**src/design/clfsm_pkg.sv**
```systemverilog
// ----------------------------------------------------------------------------
// clfsm_pkg
// types, codes and the transition table of the lifecycle supervisor
// ----------------------------------------------------------------------------
`timescale 1ns / 1ps
`default_nettype none

package clfsm_pkg;

  typedef enum logic [2:0] {
    M_START = 3'd0,
    M_INIT  = 3'd1,
    M_CONF  = 3'd2,
    M_READY = 3'd3,
    M_RUN   = 3'd4,
    M_RECOV = 3'd5,
    M_STOP  = 3'd6,
    M_NONE  = 3'd7
  } mode_t;

  localparam logic [1:0] OP_START  = 2'd0;
  localparam logic [1:0] OP_STOP   = 2'd1;
  localparam logic [1:0] OP_REPORT = 2'd2;

  localparam logic [3:0] OC_INITIALISED = 4'd0;
  localparam logic [3:0] OC_INIT_FAILED = 4'd1;
  localparam logic [3:0] OC_CONFIG_OK   = 4'd2;
  localparam logic [3:0] OC_CONFIGURE   = 4'd3;
  localparam logic [3:0] OC_RECONFIG_OK = 4'd4;
  localparam logic [3:0] OC_RETRY       = 4'd5;
  localparam logic [3:0] OC_CONFIG_FAIL = 4'd6;
  localparam logic [3:0] OC_WAIT        = 4'd7;
  localparam logic [3:0] OC_RUN         = 4'd8;
  localparam logic [3:0] OC_CONTINUE    = 4'd9;
  localparam logic [3:0] OC_DONE        = 4'd10;
  localparam logic [3:0] OC_RECOVER     = 4'd11;
  localparam logic [3:0] OC_RECOV_OK    = 4'd12;
  localparam logic [3:0] OC_RECOV_FAIL  = 4'd13;
  localparam logic [3:0] TAKEN_NONE     = 4'd14;

  localparam logic [7:0] MAX_ATTEMPTS_RST = 8'd3;

  typedef struct packed {
    mode_t cur;
    mode_t prev;
    logic  cfgd;
    logic  alive;
  } sup_state_t;

  // listed transitions; M_NONE where the table has no entry
  function automatic mode_t next_mode(input mode_t mode, input logic [3:0] oc);
    mode_t res;
    res = M_NONE;
    unique case (mode)
      M_INIT: begin
        if (oc == OC_INITIALISED) res = M_CONF;
        else if (oc == OC_INIT_FAILED) res = M_RECOV;
      end
      M_CONF: begin
        if (oc == OC_CONFIG_OK) res = M_READY;
        else if (oc == OC_RETRY) res = M_CONF;
        else if (oc == OC_CONFIG_FAIL) res = M_STOP;
      end
      M_READY: begin
        if (oc == OC_CONFIGURE) res = M_CONF;
        else if (oc == OC_WAIT) res = M_READY;
        else if (oc == OC_RUN) res = M_RUN;
      end
      M_RUN: begin
        if (oc == OC_CONFIGURE) res = M_CONF;
        else if (oc == OC_CONTINUE) res = M_RUN;
        else if (oc == OC_DONE) res = M_READY;
        else if (oc == OC_RECOVER) res = M_RECOV;
      end
      M_RECOV: begin
        if (oc == OC_RECOV_FAIL) res = M_STOP;
      end
      default: res = M_NONE;
    endcase
    return res;
  endfunction

endpackage

`default_nettype wire

```
**src/design/clfsm_in_stage.sv**
```systemverilog
// ----------------------------------------------------------------------------
// clfsm_in_stage
// input register holding one request until the core takes it
// ----------------------------------------------------------------------------
`timescale 1ns / 1ps
`default_nettype none

module clfsm_in_stage (
  input  wire logic       clk,
  input  wire logic       rst_n,
  input  wire logic       in_valid,
  output logic            in_stall,
  input  wire logic [1:0] in_operation,
  input  wire logic [3:0] in_outcome,
  input  wire logic       take,
  output logic            s1_valid,
  output logic [1:0]      s1_operation,
  output logic [3:0]      s1_outcome
);

  logic       valid_r;
  logic       valid_nxt;
  logic [1:0] op_r;
  logic [3:0] oc_r;
  logic       load;

  assign in_stall  = valid_r && !take;
  assign load      = in_valid && !in_stall;
  assign valid_nxt = load ? 1'b1 : (take ? 1'b0 : valid_r);

  always_ff @(posedge clk) begin
    if (!rst_n) begin
      valid_r <= 1'b0;
    end else begin
      valid_r <= valid_nxt;
    end
  end

  always_ff @(posedge clk) begin
    if (load) begin
      op_r <= in_operation;
      oc_r <= in_outcome;
    end
  end

  assign s1_valid     = valid_r;
  assign s1_operation = op_r;
  assign s1_outcome   = oc_r;

endmodule

`default_nettype wire

```
**src/design/clfsm_core.sv**
```systemverilog
// ----------------------------------------------------------------------------
// clfsm_core
// next-state and result logic for one request
// ----------------------------------------------------------------------------
`timescale 1ns / 1ps
`default_nettype none

module clfsm_core #(
  parameter int ATTEMPT_BITS = 8
) (
  input  wire logic [1:0]              operation,
  input  wire logic [3:0]              outcome,
  input  wire clfsm_pkg::sup_state_t   state,
  input  wire logic [ATTEMPT_BITS-1:0] cnt,
  input  wire logic [7:0]              max_attempts,
  output clfsm_pkg::sup_state_t        state_nxt,
  output logic [ATTEMPT_BITS-1:0]      cnt_nxt,
  output logic [3:0]                   taken,
  output logic                         changed,
  output logic [7:0]                   attempts_used
);

  localparam int LW = (ATTEMPT_BITS > 8) ? ATTEMPT_BITS : 8;

  logic [LW-1:0]           lim_req;
  logic [LW-1:0]           cnt_max;
  logic [LW-1:0]           lim;
  logic [ATTEMPT_BITS-1:0] cnt_inc;
  logic                    hit;
  logic                    do_apply;
  logic                    clr_cnt;
  clfsm_pkg::mode_t        target;
  clfsm_pkg::mode_t        listed;
  logic [LW-1:0]           cnt_ext;

  // attempt limit, zero acts as one, clipped to the counter range
  assign lim_req = (max_attempts == 8'd0) ? LW'(1) : LW'(max_attempts);
  assign cnt_max = LW'({ATTEMPT_BITS{1'b1}});
  assign lim     = (lim_req > cnt_max) ? cnt_max : lim_req;
  assign cnt_inc = (cnt == {ATTEMPT_BITS{1'b1}}) ? cnt : cnt + ATTEMPT_BITS'(1);
  assign hit     = LW'(cnt_inc) >= lim;
  assign listed  = clfsm_pkg::next_mode(state.cur, outcome);

  // next state
  always_comb begin
    state_nxt = state;
    cnt_nxt   = cnt;
    taken     = clfsm_pkg::TAKEN_NONE;
    do_apply  = 1'b0;
    clr_cnt   = 1'b0;
    target    = clfsm_pkg::M_START;
    unique case (operation)
      clfsm_pkg::OP_START: begin
        if (!state.alive) begin
          state_nxt.prev  = clfsm_pkg::M_START;
          state_nxt.cur   = clfsm_pkg::M_INIT;
          state_nxt.alive = 1'b1;
          cnt_nxt         = '0;
        end
      end
      clfsm_pkg::OP_STOP: begin
        state_nxt.alive = 1'b0;
      end
      clfsm_pkg::OP_REPORT: begin
        if (state.alive) begin
          if (state.cur == clfsm_pkg::M_CONF) begin
            if (outcome == clfsm_pkg::OC_CONFIG_OK) begin
              do_apply = 1'b1;
              clr_cnt  = 1'b1;
              if (!state.cfgd) begin
                state_nxt.cfgd = 1'b1;
                taken          = clfsm_pkg::OC_CONFIG_OK;
                target         = clfsm_pkg::M_READY;
              end else begin
                taken  = clfsm_pkg::OC_RECONFIG_OK;
                target = state.prev;
              end
            end else begin
              cnt_nxt = cnt_inc;
              if (hit) begin
                do_apply = 1'b1;
                taken    = clfsm_pkg::OC_CONFIG_FAIL;
                target   = clfsm_pkg::M_STOP;
              end
            end
          end else if (state.cur == clfsm_pkg::M_RECOV) begin
            if (outcome == clfsm_pkg::OC_RECOV_OK) begin
              do_apply = 1'b1;
              clr_cnt  = 1'b1;
              taken    = clfsm_pkg::OC_RECOV_OK;
              target   = state.prev;
            end else begin
              cnt_nxt = cnt_inc;
              if (hit) begin
                do_apply = 1'b1;
                taken    = clfsm_pkg::OC_RECOV_FAIL;
                target   = clfsm_pkg::M_STOP;
              end
            end
          end else begin
            do_apply = 1'b1;
            taken    = (outcome < clfsm_pkg::TAKEN_NONE) ? outcome : clfsm_pkg::TAKEN_NONE;
            target   = (listed == clfsm_pkg::M_NONE) ? state.prev : listed;
          end
        end
      end
      default: begin
        state_nxt = state;
      end
    endcase

    if (do_apply) begin
      if (target != state.cur) cnt_nxt = '0;
      state_nxt.prev = state.cur;
      state_nxt.cur  = target;
      if (target == clfsm_pkg::M_STOP) begin
        state_nxt.alive = 1'b0;
        cnt_nxt         = '0;
      end
    end
    if (clr_cnt) cnt_nxt = '0;
  end

  // result fields
  always_comb begin
    cnt_ext       = LW'(cnt_nxt);
    changed       = (state_nxt.cur != state.cur);
    attempts_used = cnt_ext[7:0];
  end

endmodule

`default_nettype wire

```
**src/design/component_lifecycle_fsm.sv**
```systemverilog
// ----------------------------------------------------------------------------
// component_lifecycle_fsm: each request passes the input register, then the result register
// throughput one request per cycle while out_stall is low
// rst_n low at a clock edge: start state, flags and count clear, limit 3
// ----------------------------------------------------------------------------
`timescale 1ns / 1ps
`default_nettype none

module component_lifecycle_fsm #(
  parameter int ATTEMPT_BITS = 8
) (
  input  wire logic       clk,
  input  wire logic       rst_n,
  input  wire logic       cfg_wr_en,
  input  wire logic [7:0] cfg_wr_data,
  input  wire logic       in_valid,
  output logic            in_stall,
  input  wire logic [1:0] in_operation,
  input  wire logic [3:0] in_outcome,
  output logic            out_valid,
  input  wire logic       out_stall,
  output logic [2:0]      out_state_now,
  output logic [2:0]      out_state_before,
  output logic [3:0]      out_taken,
  output logic            out_changed,
  output logic [7:0]      out_attempts_used,
  output logic            out_was_configured,
  output logic            out_active
);

  logic                    s1_valid;
  logic [1:0]              s1_operation;
  logic [3:0]              s1_outcome;
  logic                    out_free;
  logic                    take;

  logic [7:0]              max_attempts_r;
  clfsm_pkg::sup_state_t   state_r;
  clfsm_pkg::sup_state_t   state_nxt;
  logic [ATTEMPT_BITS-1:0] cnt_r;
  logic [ATTEMPT_BITS-1:0] cnt_nxt;
  logic [3:0]              taken;
  logic                    changed;
  logic [7:0]              attempts_used;

  logic                    out_valid_r;
  logic                    out_valid_nxt;
  logic [2:0]              now_r;
  logic [2:0]              before_r;
  logic [3:0]              taken_r;
  logic                    changed_r;
  logic [7:0]              used_r;
  logic                    cfgd_r;
  logic                    active_r;

  assign out_free = !out_valid_r || !out_stall;
  assign take     = s1_valid && out_free;

  clfsm_in_stage u_in (
    .clk          (clk),
    .rst_n        (rst_n),
    .in_valid     (in_valid),
    .in_stall     (in_stall),
    .in_operation (in_operation),
    .in_outcome   (in_outcome),
    .take         (out_free),
    .s1_valid     (s1_valid),
    .s1_operation (s1_operation),
    .s1_outcome   (s1_outcome)
  );

  clfsm_core #(
    .ATTEMPT_BITS (ATTEMPT_BITS)
  ) u_core (
    .operation     (s1_operation),
    .outcome       (s1_outcome),
    .state         (state_r),
    .cnt           (cnt_r),
    .max_attempts  (max_attempts_r),
    .state_nxt     (state_nxt),
    .cnt_nxt       (cnt_nxt),
    .taken         (taken),
    .changed       (changed),
    .attempts_used (attempts_used)
  );

  always_ff @(posedge clk) begin
    if (!rst_n) begin
      max_attempts_r <= clfsm_pkg::MAX_ATTEMPTS_RST;
    end else if (cfg_wr_en) begin
      max_attempts_r <= cfg_wr_data;
    end
  end

  // supervisor state
  always_ff @(posedge clk) begin
    if (!rst_n) begin
      state_r <= '{cur: clfsm_pkg::M_START, prev: clfsm_pkg::M_START,
                   cfgd: 1'b0, alive: 1'b0};
      cnt_r   <= '0;
    end else if (take) begin
      state_r <= state_nxt;
      cnt_r   <= cnt_nxt;
    end
  end

  assign out_valid_nxt = out_free ? s1_valid : out_valid_r;

  always_ff @(posedge clk) begin
    if (!rst_n) begin
      out_valid_r <= 1'b0;
    end else begin
      out_valid_r <= out_valid_nxt;
    end
  end

  always_ff @(posedge clk) begin
    if (take) begin
      now_r     <= state_nxt.cur;
      before_r  <= state_nxt.prev;
      taken_r   <= taken;
      changed_r <= changed;
      used_r    <= attempts_used;
      cfgd_r    <= state_nxt.cfgd;
      active_r  <= state_nxt.alive;
    end
  end

  assign out_valid          = out_valid_r;
  assign out_state_now      = now_r;
  assign out_state_before   = before_r;
  assign out_taken          = taken_r;
  assign out_changed        = changed_r;
  assign out_attempts_used  = used_r;
  assign out_was_configured = cfgd_r;
  assign out_active         = active_r;

endmodule

`default_nettype wire

```
**config.mk**
```make
export PLATFORM = sky130hd
export DESIGN_NAME = component_lifecycle_fsm
export DESIGN_NICKNAME = d
export VERILOG_FILES = /design/src/design/clfsm_pkg.sv /design/src/design/clfsm_in_stage.sv /design/src/design/clfsm_core.sv /design/src/design/component_lifecycle_fsm.sv
export SDC_FILE = /design/constraint.sdc
export NUM_CORES = 1
export LEC_CHECK = 0
export BUFFER_PORTS_ARGS = -buffer_cell sky130_fd_sc_hd__clkbuf_2
export CAP_MARGIN = 15
export CELL_PAD_IN_SITES_DETAIL_PLACEMENT = 0
export CELL_PAD_IN_SITES_GLOBAL_PLACEMENT = 1
export CORE_MARGIN = 4
export CORE_UTILIZATION = 45
export DETAILED_ROUTE_END_ITERATION = 6
export GPL_TIMING_DRIVEN = 0
export PLACE_DENSITY_LB_ADDON = 0.1
export SLEW_MARGIN = 5
export SYNTH_ARGS = -nofsm -noshare
export SYNTH_HDL_FRONTEND = slang
export SYNTH_HIERARCHICAL = 1
export SYNTH_SLANG_ARGS = --single-unit
```
**constraint.sdc**
```tcl
create_clock -name clk -period 4.95 [get_ports clk]
set_input_delay 0.7425 -clock clk [delete_from_list [all_inputs] [get_ports clk]]
set_output_delay 0.7425 -clock clk [all_outputs]
set_load 0.01 [all_outputs]
```
==> results of run 1 <==
[area by class of cell]
class / count / area (µm²)
fill: 690 / 3471
multi-input combinational: 256 / 1763
sequential: 53 / 1331
timing repair buffer: 40 / 200.2
buffer: 26 / 186.4
tap: 99 / 123.9
clock buffer: 5 / 68.82
inverter: 14 / 52.55
clock inverter: 3 / 17.52
[what timing repair did]
action,in CTS,in global routing
setup endpoints to repair,0,4
resized for setup,0,1
hold endpoints to repair,0,0
[how the worst min path moves through the flow]
stage | start | to | slack, ns | cells past startpoint
after detailed placement | state_r[6]$_SDFFE_PN0P_ | state_r[6]$_SDFFE_PN0P_ | 0.46 | 2
after global routing | max_attempts_r[0]$_SDFFE_PN1P_ | max_attempts_r[0]$_SDFFE_PN1P_ | 0.51 | 2
after CTS | state_r[6]$_SDFFE_PN0P_ | state_r[6]$_SDFFE_PN0P_ | 0.48 | 2
after global placement | state_r[6]$_SDFFE_PN0P_ | state_r[6]$_SDFFE_PN0P_ | 0.45 | 2
final | state_r[6]$_SDFFE_PN0P_ | state_r[6]$_SDFFE_PN0P_ | 0.48 | 2
after floorplan | state_r[6]$_SDFFE_PN0P_ | state_r[6]$_SDFFE_PN0P_ | 0.44 | 2
[layer usage]
layer  GRT usage  share of wire
met5           0              0
met4     0.03971          0.011
met3     0.02965          0.057
met2      0.2590           0.42
met1      0.2737           0.51
[cell usage after synthesis, types with 2 or more instances]
master,instances,area [µm²]
a21o_1,3,22.52
dfxtp_1,26,520.5
a22o_1,2,17.52
a21oi_1,12,60.06
inv_1,14,52.55
nand4_1,2,12.51
o21a_1,2,15.01
buf_2,10,50.05
o311ai_0,4,35.03
nor3_1,7,35.03
a22oi_1,6,45.04
a311o_1,2,20.02
ha_1,9,112.6
nand2_1,59,221.5
nor4b_1,2,17.52
buf_6,3,33.78
edfxtp_1,27,810.8
nor2b_1,8,50.05
and2_1,2,12.51
a32o_1,4,40.04
o21ai_0,8,40.04
nor4_1,6,37.54
nand3_1,13,65.06
xnor2_1,9,78.83
nor2_1,21,78.83
buf_4,10,75.07
mux2i_1,27,270.3
nand2b_1,2,12.51
a31oi_1,3,18.77
nand3b_1,3,22.52
clkbuf_1,2,7.510
a211oi_1,2,15.01
[worst register-to-register path, stage by stage, from the launching register on]
cell	delay [ns]
dfxtp_1	0.49
ha_1	0.28
nand2_1	0.08
nor2_1	0.21
nand3_1	0.30
nand4_1	0.23
xnor2_1	0.10
ha_1	0.30
o211a_1	0.15
a211oi_1	0.05
a211o_1	0.29
a41oi_2	0.33
o311ai_4	0.22
xnor2_1	0.18
nand2_2	0.10
o2111ai_4	0.19
nor4_1	0.44
buf_4	0.18
nand2_1	0.04
mux2i_1	0.13
[metrics by stage]
step / total power (µW) / cells / utilization / setup WS (ns)
2_1_floorplan: 554.6 / 349 / - / 1.170
3_5_place_dp: 584.9 / 488 / 0.5059 / 0.4397
5_1_grt: 854.0 / 496 / 0.5189 / 0.2083
4_1_cts: 825.7 / 496 / 0.5179 / 0.4036
6_report: 816.6 / 496 / 0.5189 / 0.6126
3_3_place_gp: 583.5 / 488 / 0.5059 / 0.4776
[flip-flops by register name, indices dropped and copies added, names as in the netlist, 2 cells and up]
signal             cells
cnt_r                  8
max_attempts_r         8
out_attempts_used      8
out_state_before       3
out_state_now          3
out_taken              4
state_r                8
u_in/s1_operation      2
u_in/s1_outcome        4
[report_power, final]
group / switching [µW] / internal, µW
Clock: 145 / 98.3
Sequential: 8.64 / 476
Combinational: 51.3 / 37.9
Total: 205 / 612
[logic make-up (layout without fill, tap and decap cells)]
kind of cell / count (synthesis) / in the layout / synth area share
AND/OR/NAND/NOR: 140 / 140 / 0.2178
flip-flops: 53 / 53 / 0.4003
multiplexers: 28 / 28 / 0.08465
XOR/XNOR: 10 / 10 / 0.02634
adder cells (fa/ha/maj): 9 / 9 / 0.03386
buffers and inverters: 40 / 88 / 0.07186
AO/OA/AOI/OAI: 69 / 69 / 0.1652
==> results by group, run 1 <==
Global route
  • GRT Overall Usage: 0.1780
  • Initial antenna violation count: 0
  • Pin count of the biggest net entering global routing: 31
  • GRT overflow: 0
  • First-pass GRT wire length: around 12 mm
  • Vias in the first global route: between 2,000 and 2,500

Setup path
  • Worst Setup SP: cnt_r[0]$_SDFFE_PN0P_
  • Worst R2R Start: cnt_r[0]$_SDFFE_PN0P_
  • Data arrival, critical path: between 4 and 5 ns
  • Worst setup EP type: register
  • Critical path class: reg -> reg
  • Critical path capture point: cnt_r[1]$_SDFFE_PN0P_
  • Sequence of cells on the critical path: ha_1, nand2_1, nor2_1, nand3_1, nand4_1, xnor2_1, ha_1, o211a_1, a211oi_1, a211o_1, a41oi_2, o311ai_4, xnor2_1, nand2_2, o2111ai_4, nor4_1, buf_4, nand2_1, mux2i_1
  • Worst path max stage delay: between 0.4 and 0.5 ns
  • Startpoint types: register
  • Top delay family on crit path: simple AND/OR/NAND/NOR gates
  • Critical path peak fanout: 8
  • CP Depth: 19
  • Crit path buffers/inverters: 1
  • WP data required: about 5.2 ns
  • Worst reg2reg setup slack: a little over 0.6 ns
  • Crit Reg-Reg Endpoint: cnt_r[1]$_SDFFE_PN0P_
  • Reg2reg path depth: 19
  • Max stage delay cell, worst path: dfxtp_1

Timing
  • RSZ-0062 raised after global routing: false
  • Headroom to the max-slew limit: 0.5159
  • Worst Max-Slew Pin Slew: just over 0.7 ns
  • Post-Route Setup TNS: 0 ns
  • Max-slew violation count: 0
  • Tmin final: 4.337 ns
  • FMAX: 0.2306 GHz
  • Hold Slack: roughly 0.48 ns
  • Hold Fails Final Rpt: 0
  • Final period util: 0.8762
  • Worst Skew: 0.01041 ns
  • Final setup violating endpoints: 0

Synth
  • Synthesized area: ~0.0033 mm²
  • Seq cells post-synth: 53
  • Top_reg_cell synth: edfxtp_1
  • Ys async rst share: 0
  • Post-synthesis cell type count: just over 70
  • Sequential-to-total area share from yosys stat: 0.4003
  • Syn Area/Cell: between 9 and 10 µm²
  • Post-synth EDFFs: 27
  • Syn. warnings: 6
  • Post-synth net total: between 300 and 400
  • Gate Count Post-Synth: ~350

Placement
  • Placed Area: between 0.003 and 0.004 mm²
  • Final Wtd Congestion: approximately 0.86
  • Port bufs: 40
  • DP HPWL: 5.786 mm

Pwr
  • Maximum VDD drop: 0.1027 mV
  • Leakage: 0.001414 µW
  • Power per cell area: about 220 mW/mm²

Clocking
  • Clock Tree Buf Depth: 2
  • # Post-CTS Setup Buffers: 0
  • Clk_lat worst skew: 0.31 ns
  • CTS Hold Bufs: 0
  • H-tree lvl count: 2
  • Clk slew on worst S/H paths: 0.10 ns
  • CTS sink cnt: between 50 and 60
  • CTS tree: done
  • Num CTS Buffers: 5
  • Clock root cell: clkbuf_8

Floorplanning
  • Die area: approximately 0.009 mm²
  • IO Pins: 42
  • CORE AREA: 0.007214 mm²
  • # rows: 31
  • Initial Utilization: 0.4610
  • Die H: roughly 94 µm
  • Die W: approximately 94 µm

Finish
  • Area grow syn2layout: 12.57%
  • Non-Filler Cell Area, Final: around 0.0037 mm²
  • Fin nets: 424
  • Share of cells above drive strength 1: 0.2191
  • # diodes: 0
  • Commonest cells after routing, fill and taps aside: 59 x nand2_1, 40 x clkbuf_2, 27 x mux2i_1, 27 x edfxtp_1, 26 x dfxtp_1
  • Commonest non-fill, non-tap cell in the layout: nand2_1

Detailed routing
  • Antenna Nets Post-Route: 0
  • Via density per instance: around 5.4
  • Via count: between 2,000 and 3,000
  • First-pass detailed-route iteration total: 4
  • Initial DRC Count: between 150 and 200
  • Final wirelength: roughly 7.6 mm
  • Drt wl/cell: approximately 15 µm
  • DRC viols: 0

Hold path
  • Hold WC Path Type: reg -> reg

Flow run
  • Max_cap viols: 0

Status
  • Outcome: finished clean
Note: power is estimated with default switching activity, not from simulation.
==> inputs of run 2 (changes only) <==
--- a/config.mk
+++ b/config.mk
@@ -9,6 +9,7 @@
 export CAP_MARGIN = 15
 export CELL_PAD_IN_SITES_DETAIL_PLACEMENT = 0
 export CELL_PAD_IN_SITES_GLOBAL_PLACEMENT = 1
+export CORE_ASPECT_RATIO = 0.9
 export CORE_MARGIN = 4
 export CORE_UTILIZATION = 45
 export DETAILED_ROUTE_END_ITERATION = 6
==> constraint.sdc (replaced) <==
create_clock -name clk -period 4.95 [get_ports clk]
set_input_delay 0.7425 -clock clk [delete_from_list [all_inputs] [get_ports clk]]
set_output_delay 0.7425 -clock clk [all_outputs]
set_load 0.1 [all_outputs]
==> run 2 against run 1 <==
Clock power about the same. Power up 6.0%. Core utilization up 0.54 points. Count of clock-buffer cells in the layout unchanged. Sequential power about the same. First-iteration DRC count down 2.6%. Sequential cell count unchanged. Die area about the same. Cell count down 1.2%. Critical path depth down 2. Cell area down 0.40%. Largest cell class unchanged. Largest power group unchanged. Highest routed layer unchanged.
==> results by group, run 2 (synthesis gave the netlist of run 1 again) <==
Status
  • Outcome: finished clean

Hold path
  • Hold WC Path Type: reg -> reg
  • Worst hold stages: 2

Timing
  • Tmin final: approximately 4.6 ns
  • Final period util: 0.9222
  • FMAX: 0.2191 GHz
  • Worst Skew: a little under 0.007 ns
  • Worst Max-Slew Pin Slew: ~0.73 ns
  • Headroom to the max-slew limit: 0.5078
  • RSZ-0062 raised after global routing: false
  • Final setup violating endpoints: 0
  • Hold Slack: 0.4663 ns
  • Final setup margin: a little under 0.4 ns
  • Post-Route Setup TNS: 0 ns
  • Hold Fails Final Rpt: 0
  • Max-slew violation count: 0

Finish
  • Multi-input logic area: approximately 0.0018 mm²
  • Fin nets: about 420
  • Finished Layout Cells: between 400 and 500
  • # diodes: 0
  • Register area: about 0.0013 mm²
  • Util after Layout: 0.5243
  • Commonest non-fill, non-tap cell in the layout: nand2_1
  • Area grow syn2layout: 12.11%
  • Filler Cell Count: 700
  • Share of cells above drive strength 1: 0.2191
  • Commonest cells after routing, fill and taps aside: 59 x nand2_1, 40 x clkbuf_2, 27 x mux2i_1, 27 x edfxtp_1, 26 x dfxtp_1

Global route
  • Initial antenna violation count: 0
  • Pin count of the biggest net entering global routing: 31
  • GRT Overall Usage: 0.1862
  • Vias in the first global route: 2,511
  • GRT overflow: 0
  • First-pass GRT wire length: between 10 and 15 mm

Detailed routing
  • Via count: 2,723
  • Antenna Nets Post-Route: 0
  • Drt wl/cell: 16.06 µm
  • DRC viols: 0
  • Final wirelength: 7.870 mm
  • First-pass detailed-route iteration total: 5
  • Initial DRC Count: 150
  • Via density per instance: between 5 and 6

Clocking
  • CTS tree: done
  • Clk_lat worst skew: a little over 0.3 ns
  • Clk slew on worst S/H paths: roughly 0.090 ns
  • CTS Hold Bufs: 0
  • H-tree lvl count: 2
  • # Post-CTS Setup Buffers: 0
  • Num CTS Buffers: 5
  • Clock Tree Buf Depth: 2
  • Gates resized, CTS repair: 0
  • Clock root cell: clkbuf_8
  • CTS sink cnt: 53

Placement
  • Placed cells: 482
  • DP HPWL: slightly below 6 mm
  • Port bufs: 40
  • Pre-CTS WS: ~0.50 ns
  • Final Wtd Congestion: 0.9401

Flow run
  • Max_cap viols: 0

Setup path
  • Worst R2R Start: cnt_r[0]$_SDFFE_PN0P_
  • Crit Reg-Reg Endpoint: cnt_r[1]$_SDFFE_PN0P_
  • Worst Setup SP: cnt_r[0]$_SDFFE_PN0P_
  • Reg2reg path depth: 17
  • Critical path peak fanout: 8
  • Data arrival, critical path: around 4.8 ns
  • Worst setup EP type: register
  • Critical path class: reg -> reg
  • Startpoint types: register
  • WP data required: ~5.2 ns
  • Critical path capture point: cnt_r[1]$_SDFFE_PN0P_
  • Worst reg2reg setup slack: 0.38 ns

Floorplanning
  • Die area: 0.008831 mm²
  • Initial Utilization: 0.4676
  • # rows: 29
  • Die W: 98.62 µm
  • IO Pins: between 40 and 50
  • Die H: between 80 and 90 µm
  • CORE AREA: between 0.007 and 0.008 mm²

Pwr
  • Leakage: about 0.0014 µW
  • Power per cell area: approximately 230 mW/mm²
  • Maximum VDD drop: 0.1281 mV
[run 2: worst min path at each step]
stage | start | endpoint | slack, ns
CTS | state_r[6]$_SDFFE_PN0P_ | state_r[6]$_SDFFE_PN0P_ | 0.47
detailed placement | state_r[6]$_SDFFE_PN0P_ | state_r[6]$_SDFFE_PN0P_ | 0.46
global placement | state_r[6]$_SDFFE_PN0P_ | state_r[6]$_SDFFE_PN0P_ | 0.45
floorplan | state_r[6]$_SDFFE_PN0P_ | state_r[6]$_SDFFE_PN0P_ | 0.44
finish | state_r[6]$_SDFFE_PN0P_ | state_r[6]$_SDFFE_PN0P_ | 0.47
global route | state_r[6]$_SDFFE_PN0P_ | state_r[6]$_SDFFE_PN0P_ | 0.51
[run 2: final cells by class]
cell class / instances / share of cell area
flip-flops and latches: 53 / 0.3570
well taps: 93 / 0.03121
multi-input cells: 256 / 0.4708
inverters: 14 / 0.01409
plain buffers: 26 / 0.05000
clock buffers: 5 / 0.01846
clock inverters: 3 / 0.004698
repair buffers: 40 / 0.05369
[run 2: power breakdown]
group	internal [µW]	switching, µW
combinational	37.7	102
clock	98.0	143
sequential	476	9.16
total	612	254
[run 2: per-layer routing]
metal / vias up / global-route usage / part of all wire
met1: 1271 / 0.2960 / 0.53
met5: - / 0 / 0
met4: 0 / 0.04715 / 0.0065
met2: 83 / 0.2591 / 0.40
met3: 5 / 0.02886 / 0.059
li1: 1364 / - / -
[run 2: metrics by stage]
stage	power, µW	cell area, µm²
after floorplan	603.8	3326
after global placement	633.6	3642
after detailed placement	635.1	3642
after CTS	877.5	3729
after global routing	906.0	3729
final	865.9	3729
[run 2: worst max-delay path, cell delays in order, from the launching register on]
cell and delay (ns):
dfxtp_1 0.50, ha_1 0.28, nand2_1 0.07, nor2_1 0.20, nand3_1 0.31, mux2_2 0.41
ha_1 0.28, o21ai_0 0.09, a211o_1 0.36, a41oi_1 0.47, o311ai_4 0.26, xnor2_1 0.19
nand2_2 0.10, o2111ai_4 0.20, nor4_1 0.44, buf_4 0.18, nand2_1 0.04, mux2i_1 0.13
